[config.mk]
export PLATFORM = sky130hd
export DESIGN_NAME = mad_ctrl
export DESIGN_NICKNAME = d
export VERILOG_FILES = /design/src/mad_pkg.sv /design/src/mad_ctrl.sv
export SDC_FILE = /design/constraint.sdc
export NUM_CORES = 1
export LEC_CHECK = 0
export CORE_AREA = 2 2 39 41
export DETAILED_ROUTE_END_ITERATION = 12
export DIE_AREA = 0 0 41 43
export DONT_BUFFER_PORTS = 1
export GPL_TIMING_DRIVEN = 0
export PLACE_DENSITY = 0.41
export SETUP_SLACK_MARGIN = 0.5
export SLEW_MARGIN = 20
export SYNTH_ARGS = -nofsm -noshare
export SYNTH_HDL_FRONTEND = slang
export SYNTH_SLANG_ARGS = --single-unit
[constraint.sdc]
create_clock -name clk -period 2.15 [get_ports clk]
set_input_delay 0.3225 -clock clk [delete_from_list [all_inputs] [get_ports clk]]
set_output_delay 0.3225 -clock clk [all_outputs]
set_load 0.05 [all_outputs]
[src/mad_pkg.sv]
`default_nettype none
// ----------------------------------------------------------------------------
// mad_pkg
// Shared types, codes and saturation helpers of the advection-diffusion step.
// ----------------------------------------------------------------------------
package mad_pkg;

    localparam int MAX_POINTS_DEF = 4096;
    localparam int IDX_W          = 13;
    localparam int VAL_W          = 32;
    localparam int PHASE_W        = 17;
    localparam logic [PHASE_W-1:0] PHASE_ONE = 17'd65536;

    localparam logic [1:0] REG_D1   = 2'd0;
    localparam logic [1:0] REG_D2   = 2'd1;
    localparam logic [1:0] REG_DT   = 2'd2;
    localparam logic [1:0] REG_STEP = 2'd3;

    typedef enum logic [1:0] {
        CMD_LOAD  = 2'd0,
        CMD_COEF  = 2'd1,
        CMD_BOUND = 2'd2,
        CMD_TERM  = 2'd3
    } cmd_t;

    typedef enum logic [4:0] {
        OP_NONE, OP_CLR, OP_IDLE, OP_EXEC, OP_DIFF,
        OP_WX, OP_WY, OP_WZ, OP_WL, OP_ACCL,
        OP_K1, OP_K2, OP_VX, OP_VY, OP_VZ, OP_KL,
        OP_RATE, OP_UPD, OP_FIN
    } op_t;

    typedef struct packed {
        op_t op;
    } dp_cmd_t;

    typedef struct packed {
        logic clr_done;
        logic stencil;
        logic last;
        logic out_free;
    } dp_stat_t;

    typedef struct packed {
        logic [30:0] d1;
        logic [30:0] d2;
        logic [30:0] dt;
        logic [31:0] step;
    } cfg_t;

    function automatic logic signed [63:0] sat_add64(input logic signed [63:0] a,
                                                     input logic signed [63:0] b);
        logic signed [63:0] s;
        s = a + b;
        if (a[63] == b[63] && s[63] != a[63])
        begin
            return a[63] ? 64'sh8000_0000_0000_0000 : 64'sh7FFF_FFFF_FFFF_FFFF;
        end
        return s;
    endfunction

    function automatic logic [VAL_W-1:0] sat_val(input logic signed [63:0] v);
        if (v > 64'sh0000_0000_7FFF_FFFF)
        begin
            return 32'h7FFF_FFFF;
        end
        else if (v < 64'shFFFF_FFFF_8000_0000)
        begin
            return 32'h8000_0000;
        end
        return v[31:0];
    endfunction

endpackage
`default_nettype wire

[src/mad_ctrl.sv]
`default_nettype none
// ----------------------------------------------------------------------------
// mad_ctrl
// Sequencer: clearing pass, item accept, stencil term and result steps.
// ----------------------------------------------------------------------------
module mad_ctrl
    import mad_pkg::*;
(
    input  wire logic     clk,
    input  wire logic     rst_n,
    input  wire logic     in_valid,
    output logic          in_ready,
    input  wire dp_stat_t stat,
    output dp_cmd_t       cmd
);

    typedef enum logic [4:0] {
        S_CLR, S_IDLE, S_EXEC, S_DIFF, S_WX, S_WY, S_WZ, S_WL, S_ACCL,
        S_K1, S_K2, S_VX, S_VY, S_VZ, S_KL, S_RATE, S_UPD, S_FIN
    } state_t;

    state_t state_reg, state_next;

    always_ff @(posedge clk or negedge rst_n)
    begin
        if (!rst_n)
        begin
            state_reg <= S_CLR;
        end
        else
        begin
            state_reg <= state_next;
        end
    end

    always_comb
    begin
        state_next = state_reg;
        cmd.op     = OP_NONE;
        unique case (state_reg)
            S_CLR:
            begin
                cmd.op = OP_CLR;
                if (stat.clr_done)
                begin
                    state_next = S_IDLE;
                end
            end
            S_IDLE:
            begin
                cmd.op = OP_IDLE;
                if (in_valid)
                begin
                    state_next = S_EXEC;
                end
            end
            S_EXEC:
            begin
                cmd.op     = OP_EXEC;
                state_next = stat.stencil ? S_DIFF : S_IDLE;
            end
            S_DIFF: begin cmd.op = OP_DIFF; state_next = S_WX;  end
            S_WX:   begin cmd.op = OP_WX;   state_next = S_WY;  end
            S_WY:   begin cmd.op = OP_WY;   state_next = S_WZ;  end
            S_WZ:   begin cmd.op = OP_WZ;   state_next = S_WL;  end
            S_WL:   begin cmd.op = OP_WL;   state_next = S_ACCL; end
            S_ACCL:
            begin
                cmd.op     = OP_ACCL;
                state_next = stat.last ? S_K1 : S_IDLE;
            end
            S_K1:   begin cmd.op = OP_K1;   state_next = S_K2;   end
            S_K2:   begin cmd.op = OP_K2;   state_next = S_VX;   end
            S_VX:   begin cmd.op = OP_VX;   state_next = S_VY;   end
            S_VY:   begin cmd.op = OP_VY;   state_next = S_VZ;   end
            S_VZ:   begin cmd.op = OP_VZ;   state_next = S_KL;   end
            S_KL:   begin cmd.op = OP_KL;   state_next = S_RATE; end
            S_RATE: begin cmd.op = OP_RATE; state_next = S_UPD;  end
            S_UPD:  begin cmd.op = OP_UPD;  state_next = S_FIN;  end
            S_FIN:
            begin
                if (stat.out_free)
                begin
                    cmd.op     = OP_FIN;
                    state_next = S_IDLE;
                end
            end
            default: state_next = S_IDLE;
        endcase
    end

    assign in_ready = (state_reg == S_IDLE);

endmodule
`default_nettype wire

# ---- Yosys cells after proc, flatten, opt, wreduce, memory -nomap -nowiden
# Cells that the tools add are included.
dict set report word_totals {
  out_inout_bits 6
  romBits 0
  mem_count 0
  ram_bits 0
  elab_cells 31
  latchBits 0
  reg_bits 5
  inputBits 7
}
dict set report op_classes {
  order_cmp 0
  n_reduce_logical 2
  n_eq_ne 20
  div_mod_pow 0
  mux 8
  multipliers 0
  bitwise 0
  shifts 0
  addsub 0
}
# cell n
set ops {}
lappend ops {{5-bit one-hot mux with 18 select lines} 2}
lappend ops {{5-bit by 4-bit == test with 1-bit output, second input constant} 8}
lappend ops {{5-bit by 3-bit == test with 1-bit output, second input constant} 4}
lappend ops {{5-bit two-way mux} 4}
lappend ops {{5-bit by 2-bit == test with 1-bit output, second input constant} 2}
lappend ops {{5-bit == test, second input constant} 2}
lappend ops {{2-bit inequality test, second input constant} 3}
lappend ops {{5-bit by 1-bit == test with 1-bit output, second input constant} 1}
lappend ops {{5-bit zero test} 1}
lappend ops {{4-bit two-way mux} 1}
lappend ops {{3-bit AND reduction} 1}
lappend ops {{2-bit two-way mux} 1}

# ---- Longest topological paths before layout
# Gate-level depths: netlist of run 1.
dict set report depth {
  word_depth 3
  ltp_mapped 4
  depth_no_buf 3
}

# ---- Least setup slack after synthesis of run 1
# OpenSTA, ideal clock, no wires.
dict set report synth_path {
  path_type {register to output}
  start {reg state_reg[1]}
  end {out cmd[4] in the netlist's numbering}
  stages_incl_launch_ff 5
  path_buffers 1
  setup_slack_ps 196
  arrival_time_ps 1632
  t_required_ps 1827
  cell_sequence {dfrtp_1 > buf_6 > nor3_1 > nand2_1 > o22ai_1}
}
# item line_no
set synth_rtl {}
lappend synth_rtl {{start: declaration} mad_ctrl.sv:22} ;# state_t state_reg, state_next;
lappend synth_rtl {{start signal: assignment} mad_ctrl.sv:32} ;# state_reg <= state_next;
lappend synth_rtl {{end: declaration} mad_ctrl.sv:14} ;# output dp_cmd_t cmd

==> qor.csv, run 1 <==
stage;metric;value;unit
worst_hold_path;Worst Hold Class;in2reg;
die;num ports;13;
flow_run;Max Cap Viol;0;
global_routing;Global Route met3 Usage;0.0576;
critical_path;CP Cell Sequence;buf_6 > or3_4 > a21oi_4;
critical_path;R2R Path End;state_reg[3]$_DFFE_PN0P_;
yosys;YS warnings;0;
yosys;post-synthesis sequential area ratio;0.342;
sta;achievable clock frequency;553;MHz
run_status;status;complete, no violations;
yosys;Compound-Gate Fraction of Synth Area;0.195;
global_routing;met2 Use GR;0.213;
global_routing;gr busiest metal;met2;
final_layout;Area Growth Syn to Fin;56.2;%
yosys;mux share of post-synthesis cell area;0;
worst_hold_path;Hold Startpoint;stat[3];
die;row count;14;
clocking;CTS Sinks;5;
route;drt first pass iters;3;
global_routing;largest net degree at the start of global routing;11;
critical_path;Startpoint Class;flip-flop;
sta;# setup viols final;0;
yosys;largest family of logic cells by synthesized area;simple AND/OR/NAND/NOR gates;
sta;final hold vios;0;
clocking;clock latency on the worst-skew pair;0.24;ns
die;Initial Utilization;0.264;
clocking;clk root buf;clkbuf_4;
global_routing;Overall Global Routing Usage;0.141;
critical_path;path depth of the worst reg2reg path;6;
yosys;Syn Nets;52;
global_routing;initial antenna violation count;0;
yosys;Avg Cell Area, Syn;8.12;um^2
sta;TNS Setup;0;ns
critical_path;Crit Path Category;reg2out;
placement;hpwl dp;610;um
critical_path;Worst path top cell family by delay;simple AND/OR/NAND/NOR gates;
yosys;Simple-Gate Fraction of Synth Area;0.284;
final_layout;FILL cells;143;
route;vias per inst;5.30;
route;vias post-DR;387;
global_routing;number of global-route vias before repair;370;
critical_path;CP required;1.83;ns
final_layout;max reg flops;5;
die;Die Span X;41;um
yosys;distinct cell type count after synthesis;27;
yosys;post-synthesis adder-cell area fraction;0;
critical_path;Worst setup EP type;output pin;
critical_path;WP data arrival;1.49;ns
sta;final clock skew;0.00258;ns
critical_path;slowest CP cell;or3_4;
sta;min cycle time layout;1.81;ns
route;ANT nets after route;0;
sta;Worst Tran Pin Value;0.433;ns
sta;Max Slew Vio Count;0;
critical_path;RR Startpoint;state_reg[2]$_DFFE_PN0P_;
critical_path;reg-to-reg setup timing slack;0.73;ns
placement;Port Buf Inserts;0;
critical_path;CP peak stage delay;0.40;ns
worst_hold_path;cell depth of the worst hold path;2;
global_routing;GR Util met1;0.141;
final_layout;multi-input combinational cell area;277;um^2
global_routing;first-pass GRT wire length;1600;um
die;Die Ht;43;um
route;DRC viols;0;
clocking;Worst-path clk slew;0.05;ns
route;1st-iter DRT viols;6;
final_layout;# diodes;0;
sta;relative slew slack;0.719;
yosys;Post-Syn Area;365;um^2
yosys;Syn Inst Count;45;
clocking;H-Tree Level Count;1;
clocking;CTS tree;done;
critical_path;crit path buf inv count;1;
final_layout;final core occ;0.412;
worst_hold_path;Min-Delay Endpoint;state_reg[0]$_DFFE_PN0P_;
clocking;TritonCTS Buffers;3;
final_layout;Final #Nets;65;
sta;fin crit share;0.841;
yosys;Synth Area in XOR/XNOR;0.0479;
die;core area;0.00138;mm^2
placement;final RePlAce weighted congestion;0.734;
final_layout;share of cells above drive strength 1;0.491;
route;WL per Instance;14.2;um
global_routing;remaining global-route overflow;0;
sta;RSZ-0062 raised after global routing;true;
final_layout;Seq. cell area;125;um^2
yosys;Yosys reg bits;5;
clocking;Clock Tree Buf Depth;2;
die;total die area;0.00176;mm^2
route;final WL;1040;um
critical_path;crit path max fanout;6;
==> synthesized netlist by cell type, drive strengths merged <==
cell type  n  area [um^2]
a21oi      3         18.8
a31oi      1         6.26
and2       1         6.26
and3       1         6.26
buf        4         32.5
clkbuf     1         3.75
dfrtp      5          125
inv        3         11.3
nand2      2         7.51
nand2b     1         6.26
nand3      1         5.00
nand4      1         6.26
nor2       5         18.8
nor2b      1         6.26
nor3       2         10.0
nor3b      1         7.51
nor4       1         6.26
o21ai      2         10.0
o22a       1         10.0
o22ai      3         18.8
o31ai      1         7.51
or3        2         17.5
xor2       2         17.5
==> how the worst max path moves through the flow <==
| stage | start | slack [ns] | endpoint | depth (start not counted) |
|---|---|---|---|---|
| final | state_reg[2]$_DFFE_PN0P_ | 0.34 | cmd[0] | 3 |
| after global routing | state_reg[3]$_DFFE_PN0P_ | 0.30 | cmd[1] | 4 |
| after CTS | state_reg[2]$_DFFE_PN0P_ | 0.33 | cmd[0] | 3 |
| after detailed placement | state_reg[4]$_DFFE_PN0P_ | 0.33 | cmd[4] | 3 |
| after global placement | state_reg[4]$_DFFE_PN0P_ | 0.34 | cmd[4] | 3 |
| after floorplan | state_reg[4]$_DFFE_PN0P_ | 0.49 | cmd[4] | 3 |
==> kinds of logic after synthesis <==
| logic type | Yosys count |
|---|---|
| DFF | 5 |
| buffers and inverters | 8 |
| and+or+nand+nor | 19 |
| AOI/OAI and AO/OA | 11 |
| xor gates and xnor gates | 2 |
==> cells in the final DEF (no fill, tap or decap), types with 2 or more instances in the layout <==
| master | count |
|---|---|
| nand2_2 | 2 |
| buf_4 | 8 |
| a21oi_1 | 2 |
| inv_1 | 3 |
| o21ai_1 | 2 |
| o22ai_4 | 2 |
| clkbuf_4 | 4 |
| nor2_4 | 2 |
| dfrtp_1 | 5 |
| buf_6 | 3 |
| nor2_1 | 3 |
==> per-layer routing <==
metal / part of all wire / vias up
met1: 0.40 / 192
met2: 0.54 / 9
met3: 0.059 / 2
met5: 0 / -
li1: - / 184
met4: 0.0068 / 0
==> worst register-to-register path: cells and delay by family, from the launching register on <==
family | cells | cell delay [ns]
AO/OA/AOI/OAI | 1 | 0.15
buffers and inverters | 3 | 0.40
flip-flops | 1 | 0.36
AND/OR/NAND/NOR | 2 | 0.39
==> per-stage QoR <==
step | setup WS (ns) | instances | area [um^2] | hold slack (ns)
6_report | 0.342 | 73 | 571 | 0.259
5_1_grt | 0.304 | 73 | 571 | 0.252
4_1_cts | 0.330 | 70 | 524 | 0.245
3_5_place_dp | 0.328 | 61 | 410 | 0.0271
3_3_place_gp | 0.345 | 61 | 410 | 0.0271
2_1_floorplan | 0.491 | 45 | 390 | 0.0269
==> area by class of cell <==
type,count,share of cell area
flip-flops and latches,5,0.219
plain buffers,5,0.0855
well taps,16,0.0351
clock buffers,4,0.0461
inverters,3,0.0197
multi-input cells,32,0.485
repair buffers,8,0.110
==> timing repair <==
item | in CTS | in global routing
setup buffers | 4 | 3
gates resized for setup | 13 | 5
hold endpoints to repair | 5 | 0
pin swaps | 6 | 7
endpoints found under the setup margin | 6 | 6
hold buffers | 1 | 0
Power of run 1 is left out: the tool's default activity adds up to more than one toggle a clock period on the data nets, which glitch-free logic cannot reach.
==> run 2, diff against run 1 <==
--- a/config.mk
+++ b/config.mk
@@ -5,12 +5,13 @@
 export SDC_FILE = /design/constraint.sdc
 export NUM_CORES = 1
 export LEC_CHECK = 0
+export ABC_AREA = 1
 export CORE_AREA = 2 2 39 41
 export DETAILED_ROUTE_END_ITERATION = 12
 export DIE_AREA = 0 0 41 43
 export DONT_BUFFER_PORTS = 1
 export GPL_TIMING_DRIVEN = 0
-export PLACE_DENSITY = 0.41
+export PLACE_DENSITY = 0.54
 export SETUP_SLACK_MARGIN = 0.5
 export SLEW_MARGIN = 20
 export SYNTH_ARGS = -nofsm -noshare
==> constraint.sdc (replaced) <==
create_clock -name clk -period 1.5 [get_ports clk]
set_input_delay 0.225 -clock clk [delete_from_list [all_inputs] [get_ports clk]]
set_output_delay 0.225 -clock clk [all_outputs]
set_load 0.05 [all_outputs]
==> run 2 against run 1 <==
The flow now finishes with violations (setup timing). Via count grew 52%. Clock skew grew 0.0027 ns. Area after synthesis grew 39%. First-iteration DRC count grew 120%. Design area grew 45%. Global-route usage grew 5.9 points. Final cell count grew 59%. Non-clock buffer count grew 2. Critical path depth grew 3. Sequential share of layout area shrank 6.0 points. Utilization grew 19 points.
==> qor.csv, run 2 <==
stage;metric;value;unit
global_routing;Overall Global Routing Usage;0.200;
clocking;clk root buf;clkbuf_4;
sta;final clock skew;0.00530;ns
yosys;post-synthesis sequential area ratio;0.246;
global_routing;number of global-route vias before repair;553;
clocking;clock latency on the worst-skew pair;0.25;ns
yosys;number of synthesized flops with an enable pin;0;
clocking;CTS Sinks;5;
route;vias post-DR;587;
power;Comb pwr share;0.773;
yosys;Yosys reg bits;5;
clocking;TritonCTS Buffers;3;
power;peak supply drop;1.06;mV
yosys;Post-Syn Area;509;um^2
yosys;distinct cell type count after synthesis;18;
worst_hold_path;Worst Hold Class;in2reg;
route;ANT nets after route;0;
power;sequential power share;0.146;
critical_path;slowest CP cell;nand4_1;
final_layout;max reg flops;5;
sta;Max Slew Vio Count;0;
route;final WL;1440;um
yosys;top-area cell type share of the netlist area;0.246;
sta;Worst Tran Pin Value;0.612;ns
yosys;area leader, netlist;dfrtp_1;
power;pwr dens;2340;mW/mm^2
final_layout;Final #Nets;108;
die;core area;0.00138;mm^2
placement;Port Buf Inserts;0;
sta;final hold vios;0;
final_layout;# diodes;0;
critical_path;path depth of the worst reg2reg path;9;
critical_path;Worst path depth;6;
yosys;most area-consuming cells after synthesis;dfrtp_1, nand2_1, nor2_1;
yosys;Syn Inst Count;81;
critical_path;Crit Path Category;reg2out;
critical_path;RR Startpoint;state_reg[4]$_DFFE_PN0P_;
global_routing;initial antenna violation count;0;
placement;Place WS;-0.0591;ns
critical_path;Startpoint Class;flip-flop;
die;total die area;0.00176;mm^2
power;net load switching power;1.15;mW
route;1st-iter DRT viols;13;
critical_path;crit path max fanout;4;
clocking;H-Tree Level Count;1;
sta;# setup viols final;6;
flow_run;Max Cap Viol;0;
die;Die Span X;41;um
power;clock power share;0.081;
worst_hold_path;cell depth of the worst hold path;2;
global_routing;first-pass GRT wire length;2390;um
sta;achievable clock frequency;574;MHz
yosys;most frequent cell after synthesis;nand2_1;
global_routing;remaining global-route overflow;0;
final_layout;Area Growth Syn to Fin;62.4;%
sta;min cycle time layout;1.74;ns
route;DRC viols;0;
die;Die Ht;43;um
route;drt first pass iters;4;
yosys;dominant synthesized flop cell;dfrtp_1;
critical_path;CP Cell Sequence;nand2_2 > nor2_4 > nand2_1 > o21ai_1 > inv_1 > nand4_1;
global_routing;largest net degree at the start of global routing;7;
final_layout;most common cell after layout, fill and taps aside;nand2_1;
yosys;Avg Cell Area, Syn;6.29;um^2
run_status;violated checks;setup timing;
final_layout;most frequent cells in the layout;nand2_1, buf_4, nor2_1;
power;P_leak;0.425;nW
final_layout;share of cells above drive strength 1;0.600;
critical_path;Crit. Startpoint;state_reg[3]$_DFFE_PN0P_;
critical_path;WP data arrival;1.52;ns
die;Initial Utilization;0.368;
yosys;Syn Nets;88;
route;WL per Instance;12.4;um
run_status;status;finished, violations left;
power;Int Pwr;0.780;mW
sta;RSZ-0062 raised after global routing;true;
die;row count;14;
clocking;Clock Tree Buf Depth;2;
yosys;async set or reset register ratio after synthesis;1.00;
power;Switching Share;0.597;
critical_path;CP peak stage delay;0.49;ns
power;overall power;1.93;mW
placement;final RePlAce weighted congestion;0.787;
worst_hold_path;Hold Startpoint;stat[1];
yosys;YS warnings;0;
die;num ports;13;
route;vias per inst;5.06;
critical_path;CP required;1.27;ns
sta;fin crit share;1.16;
critical_path;Worst path top cell family by delay;simple AND/OR/NAND/NOR gates;
placement;hpwl dp;1030;um
clocking;CTS tree;done;
clocking;Worst-path clk slew;0.04;ns
critical_path;Worst setup EP type;output pin;
yosys;Post-synth top cells;nand2_1, nor2_1, inv_1, nand3_1, nand2_2;
sta;Setup WS post-layout;-0.244;ns
critical_path;crit path buf inv count;1;
sta;relative slew slack;0.591;
run 2: cells by family (layout without fill, tap and decap cells):
logic type             Yosys count  in the layout  synth area share
and+or+nand+nor                 57             57             0.565
buffers and inverters           11             30            0.0811
AOI/OAI and AO/OA                8              8             0.108
DFF                              5              5             0.246
run 2: worst paths after layout:
check | to | slack, ns
worst max-delay path | cmd[3] | -0.24
worst min-delay path | state_reg[3]$_DFFE_PN0P_ | 0.12
worst max register to register | state_reg[2]$_DFFE_PN0P_ | 0.15
worst min register to register | state_reg[4]$_DFFE_PN0P_ | 0.70
max in group asynchronous | state_reg[1]$_DFFE_PN0P_ | 1.03
min in group asynchronous | state_reg[2]$_DFFE_PN0P_ | 0.26
run 2: through the flow:
stage / setup TNS, ns / cells / utilization / area (um^2) / hold slack [ns]
after global routing: -1.42 / 116 / 0.598 / 827 / 0.109
after floorplan: 0 / 81 / - / 592 / -0.0706
after CTS: -1.02 / 114 / 0.571 / 791 / 0.111
after detailed placement: -0.0591 / 97 / 0.442 / 612 / -0.0705
after global placement: -0.0562 / 97 / 0.442 / 612 / -0.0705
final: -1.01 / 116 / 0.598 / 827 / 0.116
run 2: cell type report:
class	instances	area (um^2)
Inverter	11	47.5
Multi-Input combinational cell	65	475
Tap cell	16	20.0
Timing Repair Buffer	15	126
Clock buffer	4	26.3
Fill cell	132	557
Sequential cell	5	131
run 2: per-layer routing:
layer / vias up / global-route usage / routed length [um]
li1: 307 / - / -
met1: 266 / 0.281 / 657
met2: 12 / 0.300 / 698
met3: 2 / 0.0524 / 71
met4: 0 / 0.0400 / 7
met5: - / 0 / 0
run 2: repair_timing:
item                                   in CTS  in global routing
gates resized for setup                    13                  5
hold buffers                                1                  0
pin swaps                                  12                  5
endpoints found under the hold margin       5                  0
cloned                                      0                  0
setup endpoints to repair                  11                 11
buffers inserted                           12                  2
run 2: power by group through the flow:
stage | sequential, mW | combinational, mW | clock (mW)
6_report | 0.282 | 1.50 | 0.156
4_1_cts | 0.280 | 1.46 | 0.167
2_1_floorplan | 0.264 | 1.11 | 0
5_1_grt | 0.293 | 1.61 | 0.175
3_3_place_gp | 0.277 | 1.24 | 0
3_5_place_dp | 0.276 | 1.24 | 0
Note: power is estimated with default switching activity, not from simulation.
==> run 3, diff against run 2 <==
--- a/config.mk
+++ b/config.mk
@@ -13,6 +13,7 @@
 export GPL_TIMING_DRIVEN = 0
 export PLACE_DENSITY = 0.54
 export SETUP_SLACK_MARGIN = 0.5
+export SKIP_CTS_REPAIR_TIMING = 1
 export SLEW_MARGIN = 20
 export SYNTH_ARGS = -nofsm -noshare
 export SYNTH_HDL_FRONTEND = slang
==> run 3 against run 2 <==
The run still ends with setup timing left. Sequential share of layout area up 0.19 points. Combinational power up 3%. Sequential power up 4%. Largest power group unchanged. Fmax down 1.8%. Worst setup slack worse by 0.032 ns. Clock skew up 0.00080 ns.
==> qor.csv, run 3 (same netlist as run 2, synthesis figures left out) <==
stage;metric;value;unit
sta;TNS Setup;-0.960;ns
global_routing;remaining global-route overflow;0;
clocking;CTS Sinks;5;
sta;final clock skew;0.00610;ns
sta;final hold vios;0;
critical_path;Worst path depth;5;
critical_path;Crit path top cell by count;nand2_2;
sta;Max Slew Vio Count;0;
critical_path;CP peak stage delay;0.47;ns
sta;achievable clock frequency;563;MHz
clocking;CTS tree;done;
sta;Worst Tran Pin Value;0.617;ns
die;Die Span X;41;um
route;DRC viols;0;
final_layout;# diodes;0;
route;vias per inst;5.28;
global_routing;number of global-route vias before repair;493;
final_layout;most frequent cells in the layout;buf_4, nand2_2, nor2_4, nand2_1, nor2_1;
sta;relative slew slack;0.588;
critical_path;CP Cell Sequence;inv_4 > nand2_2 > nor2_4 > nand2_2 > nand4_1;
die;total die area;0.00176;mm^2
critical_path;CP required;1.27;ns
worst_hold_path;cell depth of the worst hold path;2;
global_routing;first-pass GRT wire length;2130;um
clocking;clk root buf;clkbuf_4;
route;final WL;1570;um
worst_hold_path;Worst Hold Class;in2reg;
route;drt first pass iters;4;
run_status;status;finished, violations left;
sta;# setup viols final;6;
final_layout;most common cell after layout, fill and taps aside;buf_4;
sta;min cycle time layout;1.78;ns
route;vias post-DR;613;
critical_path;crit path max fanout;7;
power;peak supply drop;1.11;mV
die;Initial Utilization;0.368;
sta;Setup WS post-layout;-0.275;ns
power;pwr dens;2450;mW/mm^2
die;row count;14;
sta;RSZ-0062 raised after global routing;true;
final_layout;Final #Nets;108;
global_routing;Overall Global Routing Usage;0.178;
run_status;violated checks;setup timing;
global_routing;largest net degree at the start of global routing;9;
sta;fin crit share;1.18;
die;num ports;13;
critical_path;Startpoint Class;flip-flop;
critical_path;slowest CP cell;dfrtp_2;
route;WL per Instance;13.5;um
critical_path;Worst path top cell family by delay;simple AND/OR/NAND/NOR gates;
placement;hpwl dp;1030;um
critical_path;path depth of the worst reg2reg path;7;
placement;Port Buf Inserts;0;
placement;Place WS;-0.0591;ns
final_layout;Area Growth Syn to Fin;60.4;%
clocking;H-Tree Level Count;1;
global_routing;initial antenna violation count;0;
power;P_leak;0.410;nW
final_layout;share of cells above drive strength 1;0.620;
clocking;clock latency on the worst-skew pair;0.25;ns
clocking;Worst-path clk slew;0.04;ns
die;core area;0.00138;mm^2
flow_run;Max Cap Viol;0;
clocking;Clock Tree Buf Depth;2;
placement;final RePlAce weighted congestion;0.787;
route;1st-iter DRT viols;8;
route;ANT nets after route;0;
clocking;TritonCTS Buffers;3;
critical_path;Worst setup EP type;output pin;
die;Die Ht;43;um
critical_path;Crit Path Category;reg2out;
critical_path;WP data arrival;1.55;ns
final_layout;max reg flops;5;
critical_path;crit path buf inv count;1;
run 3: report_power, final:
group          internal [mW]  switching [mW]  total, mW  leakage, nW
Clock                  0.101          0.0563      0.157       0.0150
Combinational          0.492            1.06       1.55        0.338
Sequential             0.195          0.0993      0.294       0.0577
run 3: cell type report:
cell class,count,area (um^2)
flip-flops and latches,5,131
repair buffers,15,119
inverters,11,50.0
well taps,16,20.0
clock buffers,4,26.3
fillers,139,567
multi-input cells,65,470
run 3: metrics by stage:
stage / utilization / total power, mW / hold slack [ns] / area [um^2] / std cells
after floorplan: - / 1.38 / -0.0706 / 592 / 81
after global placement: 0.442 / 1.51 / -0.0705 / 612 / 97
after detailed placement: 0.442 / 1.51 / -0.0705 / 612 / 97
after CTS: 0.461 / 1.68 / -0.341 / 638 / 101
after global routing: 0.590 / 2.12 / 0.107 / 817 / 116
final: 0.590 / 2.00 / 0.117 / 817 / 116
run 3: worst paths after layout:
kind | start | endpoint | slack [ns]
max in group asynchronous | rst_n | state_reg[1]$_DFFE_PN0P_ | 1.02
min in group asynchronous | rst_n | state_reg[2]$_DFFE_PN0P_ | 0.27
setup / recovery | state_reg[4]$_DFFE_PN0P_ | cmd[3] | -0.28
hold reg to reg | state_reg[4]$_DFFE_PN0P_ | state_reg[0]$_DFFE_PN0P_ | 0.78
setup reg to reg | state_reg[2]$_DFFE_PN0P_ | state_reg[2]$_DFFE_PN0P_ | 0.12
hold / removal | stat[1] | state_reg[3]$_DFFE_PN0P_ | 0.12
run 3: routing by layer:
metal  vias to the layer above  track usage  share of wire
met5                         -            0              0
met4                         0       0.0400         0.0089
met3                         4       0.0524          0.044
met2                        18        0.269           0.51
met1                       280        0.242           0.43
li1                        311            -              -
